## src/hw/rtl/i2crp_pkg.sv

```systemverilog
// shared types and constants for the i2c register target with auto-increment pointer
package i2crp_pkg;

    // bus event codes
    localparam logic [2:0] OP_START_READ  = 3'd0;
    localparam logic [2:0] OP_START_WRITE = 3'd1;
    localparam logic [2:0] OP_STOP        = 3'd2;
    localparam logic [2:0] OP_NACK        = 3'd3;
    localparam logic [2:0] OP_BYTE_WRITE  = 3'd4;
    localparam logic [2:0] OP_BYTE_READ   = 3'd5;

    // transfer modes
    localparam logic [1:0] MODE_IDLE  = 2'd0;
    localparam logic [1:0] MODE_READ  = 2'd1;
    localparam logic [1:0] MODE_WRITE = 2'd2;

    // register map
    localparam logic [7:0] ADDR_MASK   = 8'h0E;
    localparam logic [7:0] ADDR_REV    = 8'h0F;
    localparam logic [7:0] ADDR_KEY    = 8'h22;
    localparam logic [7:0] ADDR_SERIAL = 8'h57;
    localparam logic [7:0] ADDR_IDENT  = 8'h5F;
    localparam int         SERIAL_BYTES = 8;

    // fixed values
    localparam logic [7:0] VAL_REV        = 8'h8A;
    localparam logic [7:0] VAL_IDENT      = 8'h74;
    localparam logic [7:0] MASK_RESET     = 8'hFF;
    localparam logic [7:0] POINTER_RESET  = 8'hFF;

    // window memory command
    typedef struct packed {
        logic       wr_en;
        logic       rd_en;
        logic [7:0] wdata;
    } mem_cmd_t;

    // response held in the output stage
    typedef struct packed {
        logic       refused;
        logic       from_mem;
        logic [7:0] fixed_byte;
    } rsp_t;

endpackage

```

## src/hw/rtl/i2crp_regmem.sv

```systemverilog
// key and nonce window storage: synchronous memory with per-entry valid bits
module i2crp_regmem #(
    parameter int DEPTH = 16,
    parameter int IDX_W = 4
) (
    input  logic                 clk,
    input  logic                 rst_n,
    input  i2crp_pkg::mem_cmd_t  cmd,
    input  logic [IDX_W-1:0]     idx,
    output logic [7:0]           rd_data
);

    logic [7:0]       mem [DEPTH];
    logic [DEPTH-1:0] valid_reg;
    logic [7:0]       rd_data_reg;
    logic             rd_valid_reg;

    // memory array write and registered read
    always_ff @(posedge clk)
    begin
        if (cmd.wr_en)
        begin
            mem[idx] <= cmd.wdata;
        end
        if (cmd.rd_en)
        begin
            rd_data_reg <= mem[idx];
        end
    end

    // valid bits, entries not yet written read as zero
    always_ff @(posedge clk or negedge rst_n)
    begin
        if (!rst_n)
        begin
            valid_reg    <= '0;
            rd_valid_reg <= 1'b0;
        end
        else
        begin
            if (cmd.wr_en)
            begin
                valid_reg[idx] <= 1'b1;
            end
            if (cmd.rd_en)
            begin
                rd_valid_reg <= valid_reg[idx];
            end
        end
    end

    assign rd_data = rd_valid_reg ? rd_data_reg : 8'h00;

endmodule

```

## src/hw/rtl/i2crp_ctrl.sv

```systemverilog
// bus event handling: mode, register pointer, address decode and response stage
module i2crp_ctrl #(
    parameter int WINDOW_BYTES = 8,
    parameter int IDX_W = 4
) (
    input  logic                 clk,
    input  logic                 rst_n,
    input  logic                 accept,
    input  logic [2:0]           op,
    input  logic [7:0]           write_byte,
    input  logic [63:0]          serial_reg,
    output i2crp_pkg::mem_cmd_t  mem_cmd,
    output logic [IDX_W-1:0]     mem_idx,
    output i2crp_pkg::rsp_t      rsp
);

    localparam int KEY_LO   = int'(i2crp_pkg::ADDR_KEY);
    localparam int KEY_HI   = KEY_LO + WINDOW_BYTES;
    localparam int NONCE_LO = int'(i2crp_pkg::ADDR_SERIAL) - WINDOW_BYTES;
    localparam int NONCE_HI = int'(i2crp_pkg::ADDR_SERIAL);
    localparam int SER_HI   = NONCE_HI + i2crp_pkg::SERIAL_BYTES;

    logic [1:0]          mode_reg, mode_next;
    logic [7:0]          ptr_reg, ptr_next;
    logic [7:0]          mask_reg, mask_next;
    i2crp_pkg::rsp_t     rsp_reg, rsp_next;
    i2crp_pkg::mem_cmd_t cmd;
    logic [7:0]          ptr_inc;
    logic [8:0]          ptr_w;
    logic                hit_mask, hit_rev, hit_key, hit_nonce, hit_serial, hit_ident;
    logic [7:0]          key_off, nonce_off, ser_off;
    logic [63:0]         ser_shift;

    // address decode of the current pointer
    always_comb
    begin
        ptr_w      = {1'b0, ptr_reg};
        hit_mask   = (ptr_reg == i2crp_pkg::ADDR_MASK);
        hit_rev    = (ptr_reg == i2crp_pkg::ADDR_REV);
        hit_key    = (ptr_w >= 9'(KEY_LO)) && (ptr_w < 9'(KEY_HI));
        hit_nonce  = (ptr_w >= 9'(NONCE_LO)) && (ptr_w < 9'(NONCE_HI));
        hit_serial = (ptr_w >= 9'(NONCE_HI)) && (ptr_w < 9'(SER_HI));
        hit_ident  = (ptr_reg == i2crp_pkg::ADDR_IDENT);
        key_off    = ptr_reg - 8'(KEY_LO);
        nonce_off  = ptr_reg - 8'(NONCE_LO);
        ser_off    = ptr_reg - i2crp_pkg::ADDR_SERIAL;
        ser_shift  = serial_reg >> {ser_off[2:0], 3'b000};
        if (hit_key)
        begin
            mem_idx = key_off[IDX_W-1:0];
        end
        else
        begin
            mem_idx = nonce_off[IDX_W-1:0] + IDX_W'(WINDOW_BYTES);
        end
    end

    // event handling
    always_comb
    begin
        mode_next = mode_reg;
        ptr_next  = ptr_reg;
        mask_next = mask_reg;
        rsp_next  = '0;
        cmd       = '0;
        ptr_inc   = ptr_reg + 8'd1;
        cmd.wdata = write_byte;
        case (op)
            i2crp_pkg::OP_START_READ:
            begin
                rsp_next.refused = (mode_reg != i2crp_pkg::MODE_READ);
            end
            i2crp_pkg::OP_START_WRITE:
            begin
            end
            i2crp_pkg::OP_STOP:
            begin
                if (mode_reg == i2crp_pkg::MODE_WRITE)
                begin
                    mode_next = i2crp_pkg::MODE_IDLE;
                end
            end
            i2crp_pkg::OP_NACK:
            begin
                mode_next = i2crp_pkg::MODE_IDLE;
            end
            i2crp_pkg::OP_BYTE_WRITE:
            begin
                if (mode_reg == i2crp_pkg::MODE_IDLE)
                begin
                    ptr_next  = write_byte;
                    mode_next = i2crp_pkg::MODE_READ;
                end
                else
                begin
                    mode_next = i2crp_pkg::MODE_WRITE;
                    ptr_next  = ptr_inc;
                    if (hit_mask)
                    begin
                        mask_next = write_byte;
                    end
                    else if (hit_key || hit_nonce)
                    begin
                        cmd.wr_en = accept;
                    end
                end
            end
            i2crp_pkg::OP_BYTE_READ:
            begin
                ptr_next = ptr_inc;
                if (hit_mask)
                begin
                    rsp_next.fixed_byte = mask_reg;
                end
                else if (hit_rev)
                begin
                    rsp_next.fixed_byte = i2crp_pkg::VAL_REV;
                end
                else if (hit_key || hit_nonce)
                begin
                    rsp_next.from_mem = 1'b1;
                    cmd.rd_en         = accept;
                end
                else if (hit_serial)
                begin
                    rsp_next.fixed_byte = ser_shift[7:0];
                end
                else if (hit_ident)
                begin
                    rsp_next.fixed_byte = i2crp_pkg::VAL_IDENT;
                end
            end
            default:
            begin
            end
        endcase
    end

    // control state
    always_ff @(posedge clk or negedge rst_n)
    begin
        if (!rst_n)
        begin
            mode_reg <= i2crp_pkg::MODE_IDLE;
            ptr_reg  <= i2crp_pkg::POINTER_RESET;
            mask_reg <= i2crp_pkg::MASK_RESET;
        end
        else if (accept)
        begin
            mode_reg <= mode_next;
            ptr_reg  <= ptr_next;
            mask_reg <= mask_next;
        end
    end

    // response stage
    always_ff @(posedge clk)
    begin
        if (accept)
        begin
            rsp_reg <= rsp_next;
        end
    end

    assign mem_cmd = cmd;
    assign rsp     = rsp_reg;

endmodule

```

## src/hw/rtl/i2c_register_target_pointer_top.sv

```systemverilog
// top level of the i2c register target with auto-increment register pointer
//
//  channel   signals                              direction
//  in        in_valid/in_ready, op, write_byte    event transfer into the block
//  out       out_valid/out_ready, refused,        one result transfer per event
//            read_byte
//  cfg       cfg_valid/cfg_ready, serial_number   serial number write, always ready
//
//  one event per cycle unless out stalls; results appear the cycle after acceptance
//  window reads use the synchronous read port of the window memory
//  reset clears mode, pointer (0xff), mask (0xff), serial and window valid bits
//  a stalled result holds the output stage; in_ready drops only while it waits
module i2c_register_target_pointer_top #(
    parameter int WINDOW_BYTES = 8
) (
    input  logic        clk,
    input  logic        rst_n,
    input  logic        in_valid,
    output logic        in_ready,
    input  logic [2:0]  op,
    input  logic [7:0]  write_byte,
    output logic        out_valid,
    input  logic        out_ready,
    output logic        refused,
    output logic [7:0]  read_byte,
    input  logic        cfg_valid,
    output logic        cfg_ready,
    input  logic [63:0] serial_number
);

    localparam int DEPTH = 2 * WINDOW_BYTES;
    localparam int IDX_W = $clog2(DEPTH);

    logic                accept;
    logic                out_valid_reg;
    logic [63:0]         serial_reg;
    i2crp_pkg::mem_cmd_t mem_cmd;
    logic [IDX_W-1:0]    mem_idx;
    logic [7:0]          mem_rd_data;
    i2crp_pkg::rsp_t     rsp;

    // handshake
    assign in_ready  = !out_valid_reg || out_ready;
    assign accept    = in_valid && in_ready;
    assign cfg_ready = 1'b1;
    assign out_valid = out_valid_reg;

    always_ff @(posedge clk or negedge rst_n)
    begin
        if (!rst_n)
        begin
            out_valid_reg <= 1'b0;
            serial_reg    <= '0;
        end
        else
        begin
            if (accept)
            begin
                out_valid_reg <= 1'b1;
            end
            else if (out_ready)
            begin
                out_valid_reg <= 1'b0;
            end
            if (cfg_valid)
            begin
                serial_reg <= serial_number;
            end
        end
    end

    // event control
    i2crp_ctrl #(
        .WINDOW_BYTES (WINDOW_BYTES),
        .IDX_W        (IDX_W)
    ) u_ctrl (
        .clk        (clk),
        .rst_n      (rst_n),
        .accept     (accept),
        .op         (op),
        .write_byte (write_byte),
        .serial_reg (serial_reg),
        .mem_cmd    (mem_cmd),
        .mem_idx    (mem_idx),
        .rsp        (rsp)
    );

    // window memory
    i2crp_regmem #(
        .DEPTH (DEPTH),
        .IDX_W (IDX_W)
    ) u_regmem (
        .clk     (clk),
        .rst_n   (rst_n),
        .cmd     (mem_cmd),
        .idx     (mem_idx),
        .rd_data (mem_rd_data)
    );

    // result fields
    assign refused   = rsp.refused;
    assign read_byte = rsp.from_mem ? mem_rd_data : rsp.fixed_byte;

endmodule

```

## config.mk

```make
export PLATFORM = sky130hd
export DESIGN_NAME = i2c_register_target_pointer_top
export DESIGN_NICKNAME = d
export VERILOG_FILES = /design/src/hw/rtl/i2crp_pkg.sv /design/src/hw/rtl/i2crp_regmem.sv /design/src/hw/rtl/i2crp_ctrl.sv /design/src/hw/rtl/i2c_register_target_pointer_top.sv
export SDC_FILE = /design/constraint.sdc
export NUM_CORES = 1
export LEC_CHECK = 0
export BUFFER_PORTS_ARGS = -buffer_cell sky130_fd_sc_hd__buf_4
export CORE_MARGIN = 2
export CORE_UTILIZATION = 59
export CTS_BUF_LIST = sky130_fd_sc_hd__clkbuf_8 sky130_fd_sc_hd__clkbuf_16
export DETAILED_ROUTE_END_ITERATION = 16
export GPL_TIMING_DRIVEN = 0
export HOLD_SLACK_MARGIN = 0.1
export PLACE_DENSITY = 0.86
export SLEW_MARGIN = 40
export SYNTH_ARGS = -nofsm -noshare
export SYNTH_HDL_FRONTEND = slang
export SYNTH_SLANG_ARGS = --single-unit
```

## constraint.sdc

```tcl
create_clock -name clk -period 4.5 [get_ports clk]
set_clock_uncertainty 0.2 [all_clocks]
set_input_delay 0.225 -clock clk [delete_from_list [all_inputs] [get_ports clk]]
set_output_delay 0.225 -clock clk [all_outputs]
set_load 0.01 [all_outputs]
```

-- Word level (Yosys, flattened, before mapping)
Memories as Yosys holds them, arrays and structs flattened. A register that Yosys moved wholly into a read port is not among the register bits.
Cells that the tools add are included.
- bits in registers: 110
- memory bits (writable): 128
- input bits: 80
- output and inout bits: 12
- word-level logic and storage cells: 84
- memories kept: 1
- $add $sub $neg: 5
- order comparisons: 8
- eq/ne operators: 10
- shifts and indexed selects: 1
- mux-type cells: 29
- bitwise gates (word level): 3
- reductions and logical operators: 17
- memories (memory ; depth ; width ; read ports ; clocked after Yosys merged registers in ; wr ports ; line ; source):
    u_regmem.mem ; 16 ; 8 ; 1 ; 1 ; 1 ; i2crp_regmem.sv:13 ; logic [7:0] mem [DEPTH];
- operator list (cell ; number):
    right shift 64 x 6 -> 8 bit ; 1
    2-to-1 mux 8 bit ; 7
    equality test 8 x 4 -> 1 bit, second input constant ; 2
    >= comparator 8 x 7 -> 1 bit, second input constant ; 2
    less-than comparator 8 x 7 -> 1 bit, second input constant ; 2
    bitwise OR 16 bit ; 1
    one-hot mux 8 bit (2 select lines) ; 1
    2-to-1 mux 1 bit ; 14
    adder 8 x 1 -> 8 bit, second input constant ; 1
    equality test 8 x 7 -> 1 bit, second input constant ; 1
    >= comparator 8 x 6 -> 1 bit, second input constant ; 1
    less-than comparator 8 x 6 -> 1 bit, second input constant ; 1
    2-to-1 mux 7 bit ; 1
    equality test 3 x 2 -> 1 bit, second input constant ; 2
    equality test 3 bit, second input constant ; 2
    one-hot mux 2 bit (3 select lines) ; 1
    logical AND 1 bit ; 5
    less-than comparator 4 x 5 -> 1 bit, second input constant ; 1
    adder 4 bit, second input constant ; 1
    binary-select mux 1 bit (select 4 bit) ; 1
    demux 1 bit (select 4 bit) ; 1
    >= comparator 4 x 1 -> 1 bit, second input constant ; 1
    2-to-1 mux 2 bit ; 2
    2-to-1 mux 4 bit ; 1
    other kinds (16) ; 20

-- Depth between registers and ports, before layout
- depth in word-level cells: 9
- gate-level depth with buffers: 12
- mapped depth without buffers: 9

-- Modules after synthesis
A second synthesis with hierarchy kept.
- cell total of the unflattened synthesis: 665
- area total of the unflattened synthesis: 11234.5 um2
- modules (own cells, without submodules) (module ; times used ; cells an instance ; area each (um2) ; sequential area each (um2)):
    i2crp_regmem ; 1 ; 268 ; 6038.3 ; 4509.3
    i2c_register_target_pointer_top ; 1 ; 150 ; 2829.0 ; 1626.6
    i2crp_ctrl ; 1 ; 247 ; 2367.3 ; 770.7

-- Worst setup path after synthesis
No wires, ideal clock.
- kind: register to register
- start: register u_ctrl.ptr_reg[2]
- end: memory u_regmem.mem[4][0], enable pin
- setup time: 0.373 ns
- data arrival time: 2.678 ns
- data required time: 3.927 ns
- slack: 1.249 ns
- cell stages (with the launch flop): 11
- path buffers: 3
- period minus slack after synthesis: 3.251 ns
- cell sequence: dfstp_2 -> buf_2 -> inv_1 -> ha_1 -> nor2b_1 -> o311a_1 -> buf_4 -> o31ai_1 -> o32ai_4 -> buf_6 -> nor2_1
- word-level cells in the longest chain between the ends: 9
- elaborated cells between the ends (all ways): 18
- classes of those cells: 3 x add/sub; 4 x order compare; 1 x eq/ne; 7 x mux; 3 x reduce/logical
- ends and longest elaborated chain (element ; line ; source):
    start, declared ; i2crp_ctrl.sv:24 ; logic [7:0] ptr_reg, ptr_next;
    start signal, assigned ; i2crp_ctrl.sv:145 ; ptr_reg <= i2crp_pkg::POINTER_RESET;
    start signal, assigned ; i2crp_ctrl.sv:151 ; ptr_reg <= ptr_next;
    >= comparator 8 x 6 -> 1 bit (tied with other cells) ; i2crp_ctrl.sv:40 ; hit_key = (ptr_w >= 9'(KEY_LO)) && (ptr_w < 9'(KEY_HI));
    logical AND 1 bit, on equally long branches ; i2crp_ctrl.sv:40, i2crp_ctrl.sv:41 ;
    logical OR 1 bit ; i2crp_ctrl.sv:102 ; else if (hit_key || hit_nonce)
    2-to-1 mux 1 bit ; i2crp_ctrl.sv:102 ;
    2-to-1 mux 1 bit ; i2crp_ctrl.sv:98 ; if (hit_mask)
    2-to-1 mux 1 bit ; i2crp_ctrl.sv:89 ; if (mode_reg == i2crp_pkg::MODE_IDLE)
    2-to-1 mux 1 bit ; i2crp_ctrl.sv:68 ; case (op)
    2-to-1 mux 1 bit ; i2crp_regmem.sv:21 ; if (cmd.wr_en)
    2-to-1 mux 1 bit (implied by the code) ; i2crp_regmem.sv:23 ; mem[idx] <= cmd.wdata;
    end, declared ; i2crp_regmem.sv:13 ;
Several ways; a longest one is shown, not always the timed one.

-- Worst setup path after layout
- start: register u_ctrl.ptr_reg[0]
- end: memory u_regmem.mem[6][0], enable pin
Same word-level chain as after synthesis.

==> metrics.log <==
[metrics] status: finished, final reports clean
[metrics] post-synthesis instance area: 10590 µm²
[metrics] WS Path Type: flip-flop to flip-flop
[metrics] wire length of the first global-routing pass: around 46 mm
[metrics] Hold Path Depth: 5
[metrics] Hold Worst Slack: ~130 ps
[metrics] maximum clock path buffer count: 3
[metrics] CTS sink cnt: 246
[metrics] number of placement rows: 48
[metrics] CTS tree: yes
[metrics] via count of the first global-routing pass: roughly 8000
[metrics] Top FF cell, synth: edfxtp_1
[metrics] total of endpoints with negative setup slack in the final report: 0
[metrics] antenna diode count: 0
[metrics] number of endpoints with negative hold slack in the final report: 0
[metrics] number of standard cells in the final layout excluding fillers: 1211
[metrics] Boundary Pins: a little over 90
[metrics] average via count per standard cell: 6.509
[metrics] Startpoint Class: flip-flop
[metrics] wire length on met3: a little over 3 mm
[metrics] Data required, critical path: 4430 ps
[metrics] most area-hungry cell type in the Yosys netlist: edfxtp_1
[metrics] final critical path time including I/O delays and setup: 4329 ps
[metrics] count of cells along the worst register-to-register path: 9
[metrics] wire length per cell after detailed routing: 24.86 µm
[metrics] met2 layer wire length in the routed design: ~15 mm
[metrics] max frequency: 0.2310 GHz
[metrics] Worst VDD drop: around 350 µV
[metrics] slew of the pin with the lowest slew margin: 891.4 ps
[metrics] initial core utilization: 0.6078
[metrics] crit end category: flip-flop
[metrics] pre-CTS worst setup slack: 243.9 ps
[metrics] count of flip-flops with a built-in enable after synthesis: between 100 and 150
[metrics] CTS Buf Count: 24
[metrics] share of the cycle needed by the critical path after routing: 0.9621
[metrics] count of H-tree levels built during CTS: 1
[metrics] number of resized instances in the post-cts repair step: 0
[metrics] area share of the leading cell type in the synthesized netlist: 0.4142
[metrics] CP max stage delay: between 700 and 800 ps
[metrics] Routed met1 length: between 10 and 15 mm
[metrics] cell-by-cell listing of the critical path: buf_2 -> inv_1 -> buf_2 -> ha_1 -> nand2b_1 -> o21ai_1 -> clkbuf_1 -> nand2_1 -> nor2_1
[metrics] smallest setup slack after layout: 170.7 ps
[metrics] final-layout setup total negative slack: 0 ps
[metrics] share of synthesized registers carrying an async set or reset: 0.4065
[metrics] leak pwr: 4.958 nW
[metrics] Die Width: 137.9 µm
[metrics] post-synthesis cell type count: 53
[metrics] Worst path most repeated cell: buf_2
[metrics] Pwr Density: 542.5 nW/µm²
[metrics] highest metal used: met4
[metrics] remaining global-route overflow: 0
[metrics] sequential fraction of the synthesis area: 0.6525
[metrics] Syn-to-layout area delta: 24.92%
[metrics] multi-input gate area in the final layout: 3433 µm²
[metrics] global router's overall resource usage: 0.3241
[metrics] CTS clk-pin slew, worst paths: 70 ps
[metrics] Max FO, Critical Path: 10
[metrics] unrepaired setup endpoints after global routing: no
[metrics] fill cell count: 973
[metrics] total placed cells including tap cells: 1082
[metrics] leading post-synthesis cells by cell area: edfxtp_1 (41%), dfrtp_1 (20%), mux2_2 (7.7%), a22oi_1 (4.5%), dfstp_2 (4.0%)
[metrics] Slew Viols, Final: 0
[metrics] Clk Tree Root Cell: clkbuf_16
[metrics] post-detailed-routing wire length: 30.11 mm
[metrics] max reg flops: 128
[metrics] Slowest cell on crit path: nor2_1
[metrics] clock latency on the worst-skew pair: 520 ps
[metrics] footprint of the flip-flops and latches: 6907 µm²
[metrics] DRC violation count after routing: 0
[metrics] max capacitance violation total: 0
[metrics] number of antenna violations at the first check in global routing: 0
[metrics] count of vias placed by the detailed router: 7882
[metrics] GPL Wtd Cong: 0.8994
[metrics] path class of the lowest-slack min-delay path: input pin to flip-flop
[metrics] Final HPWL DP: 17.64 mm
[metrics] number of I/O port buffers: 88
[metrics] most used standard cell by instance count after synthesis: edfxtp_1
[metrics] Syn. warnings: 0
[metrics] net count of the mapped netlist: 854
[metrics] remaining number of nets flagged by the antenna check after routing: 0
[metrics] arrival time reported for the critical path endpoint: 4260 ps
[metrics] pin count of the biggest net entering global routing: around 100
[metrics] iteration-0 DRC count of the detailed router: 1039
[metrics] router iterations before antenna repair: 8
[metrics] post-synthesis sequential element count: 246
[metrics] cell count after synthesis: about 770
[metrics] number of nets in the final layout: approximately 1100
[metrics] share of cells above drive strength 1: 0.2830
[metrics] Core Box Area: 17420 µm²
[metrics] Relative slew margins: 0.4036
[metrics] Die Area: 19030 µm²
[metrics] die span in y: 137.9 µm
[metrics] list of most frequent post-synthesis cells: edfxtp_1 (146), dfrtp_1 (84), mux2_2 (72), a22oi_1 (64), a21oi_1 (55)
[metrics] Avg Inst Size Synth: approximately 14 µm²
[per-layer routing]
metal  global-route usage  vias up
li1                     -     3335
met1               0.4105     3865
met2               0.5451      574
met3              0.06871      108
met4               0.1378        0
met5                    0        -
[cells in the final DEF (no fill, tap or decap), drive strengths merged, types with 2 or more instances in the layout]
cell / n
edfxtp: 146
buf: 105
dlygate4sd3: 84
dfrtp: 84
mux2: 72
a22oi: 64
clkbuf: 62
a21oi: 55
nor2: 43
nand2: 37
nand3: 26
o21ai: 25
inv: 21
a31oi: 21
or2: 17
mux4: 16
dfstp: 16
or4: 9
nor3: 8
clkinv: 8
and3: 7
a32o: 5
ha: 5
nor2b: 4
and2: 4
o22a: 4
nand2b: 3
o22ai: 3
a21o: 3
clkinvlp: 3
nor4: 3
nor3b: 2
o31ai: 2
and4: 2
bufinv: 2
o32ai: 2
[worst paths after layout]
check	startpoint	end	slack [ps]
max	u_ctrl.ptr_reg[0]	u_regmem.mem[6][0]	170
min	out_ready	u_ctrl.mode_reg[0]	130
max reg2reg	u_ctrl.ptr_reg[0]	u_regmem.mem[6][0]	170
min reg2reg	serial_reg[50]	serial_reg[50]	300
max in group asynchronous	rst_n	u_ctrl.mask_reg[6]	3000
min in group asynchronous	rst_n	serial_reg[4]	450
[kinds of logic after synthesis]
kind of cell    count (synthesis)  synth area share
buf+inv                        68           0.02754
flops                         246            0.6525
simple gates                  168           0.08049
other cells                     1         0.0003543
xor+xnor                        2          0.001655
mux                            89            0.1116
compound gates                190            0.1200
fa+ha+maj                       5          0.005910
[where the power goes]
part | internal [mW] | total (mW) | switching, mW
registers | 2.58 | 2.69 | 0.112
clock network | 1.14 | 1.99 | 0.852
logic | 0.899 | 2.50 | 1.60
total | 4.61 | 7.17 | 2.56
[per-stage QoR]
| stage | area [µm²] | total power, mW | util |
|---|---|---|---|
| floorplan | 10590 | 4.191 | - |
| global placement | 11530 | 4.917 | 0.6619 |
| detailed placement | 11560 | 5.036 | 0.6636 |
| CTS | 13160 | 7.049 | 0.7557 |
| global route | 13220 | 7.397 | 0.7592 |
| finish | 13220 | 7.173 | 0.7592 |
[area by class of cell]
type	count	share of cell area
buffer	52	0.01751
clock buffer	26	0.04835
clock inverter	18	0.01012
inverter	16	0.004542
multi-input combinational	455	0.2597
sequential	246	0.5223
tap	225	0.02129
timing repair buffer	173	0.1162
[critical path: cells and delay by family (launching register included)]
kind | cells | cell delay [ps]
flops | 1 | 550
fa+ha+maj | 1 | 350
buf+inv | 4 | 1130
compound gates | 1 | 450
simple gates | 3 | 1270
[timing repair]
action / 4_1_cts / 5_1_grt
hold endpoints to repair: 312 / 16
endpoints found under the setup margin: 0 / 0
setup buffers: 0 / 0
hold buffers: 83 / 1
No activity file was read; power rests on OpenSTA's default activity.
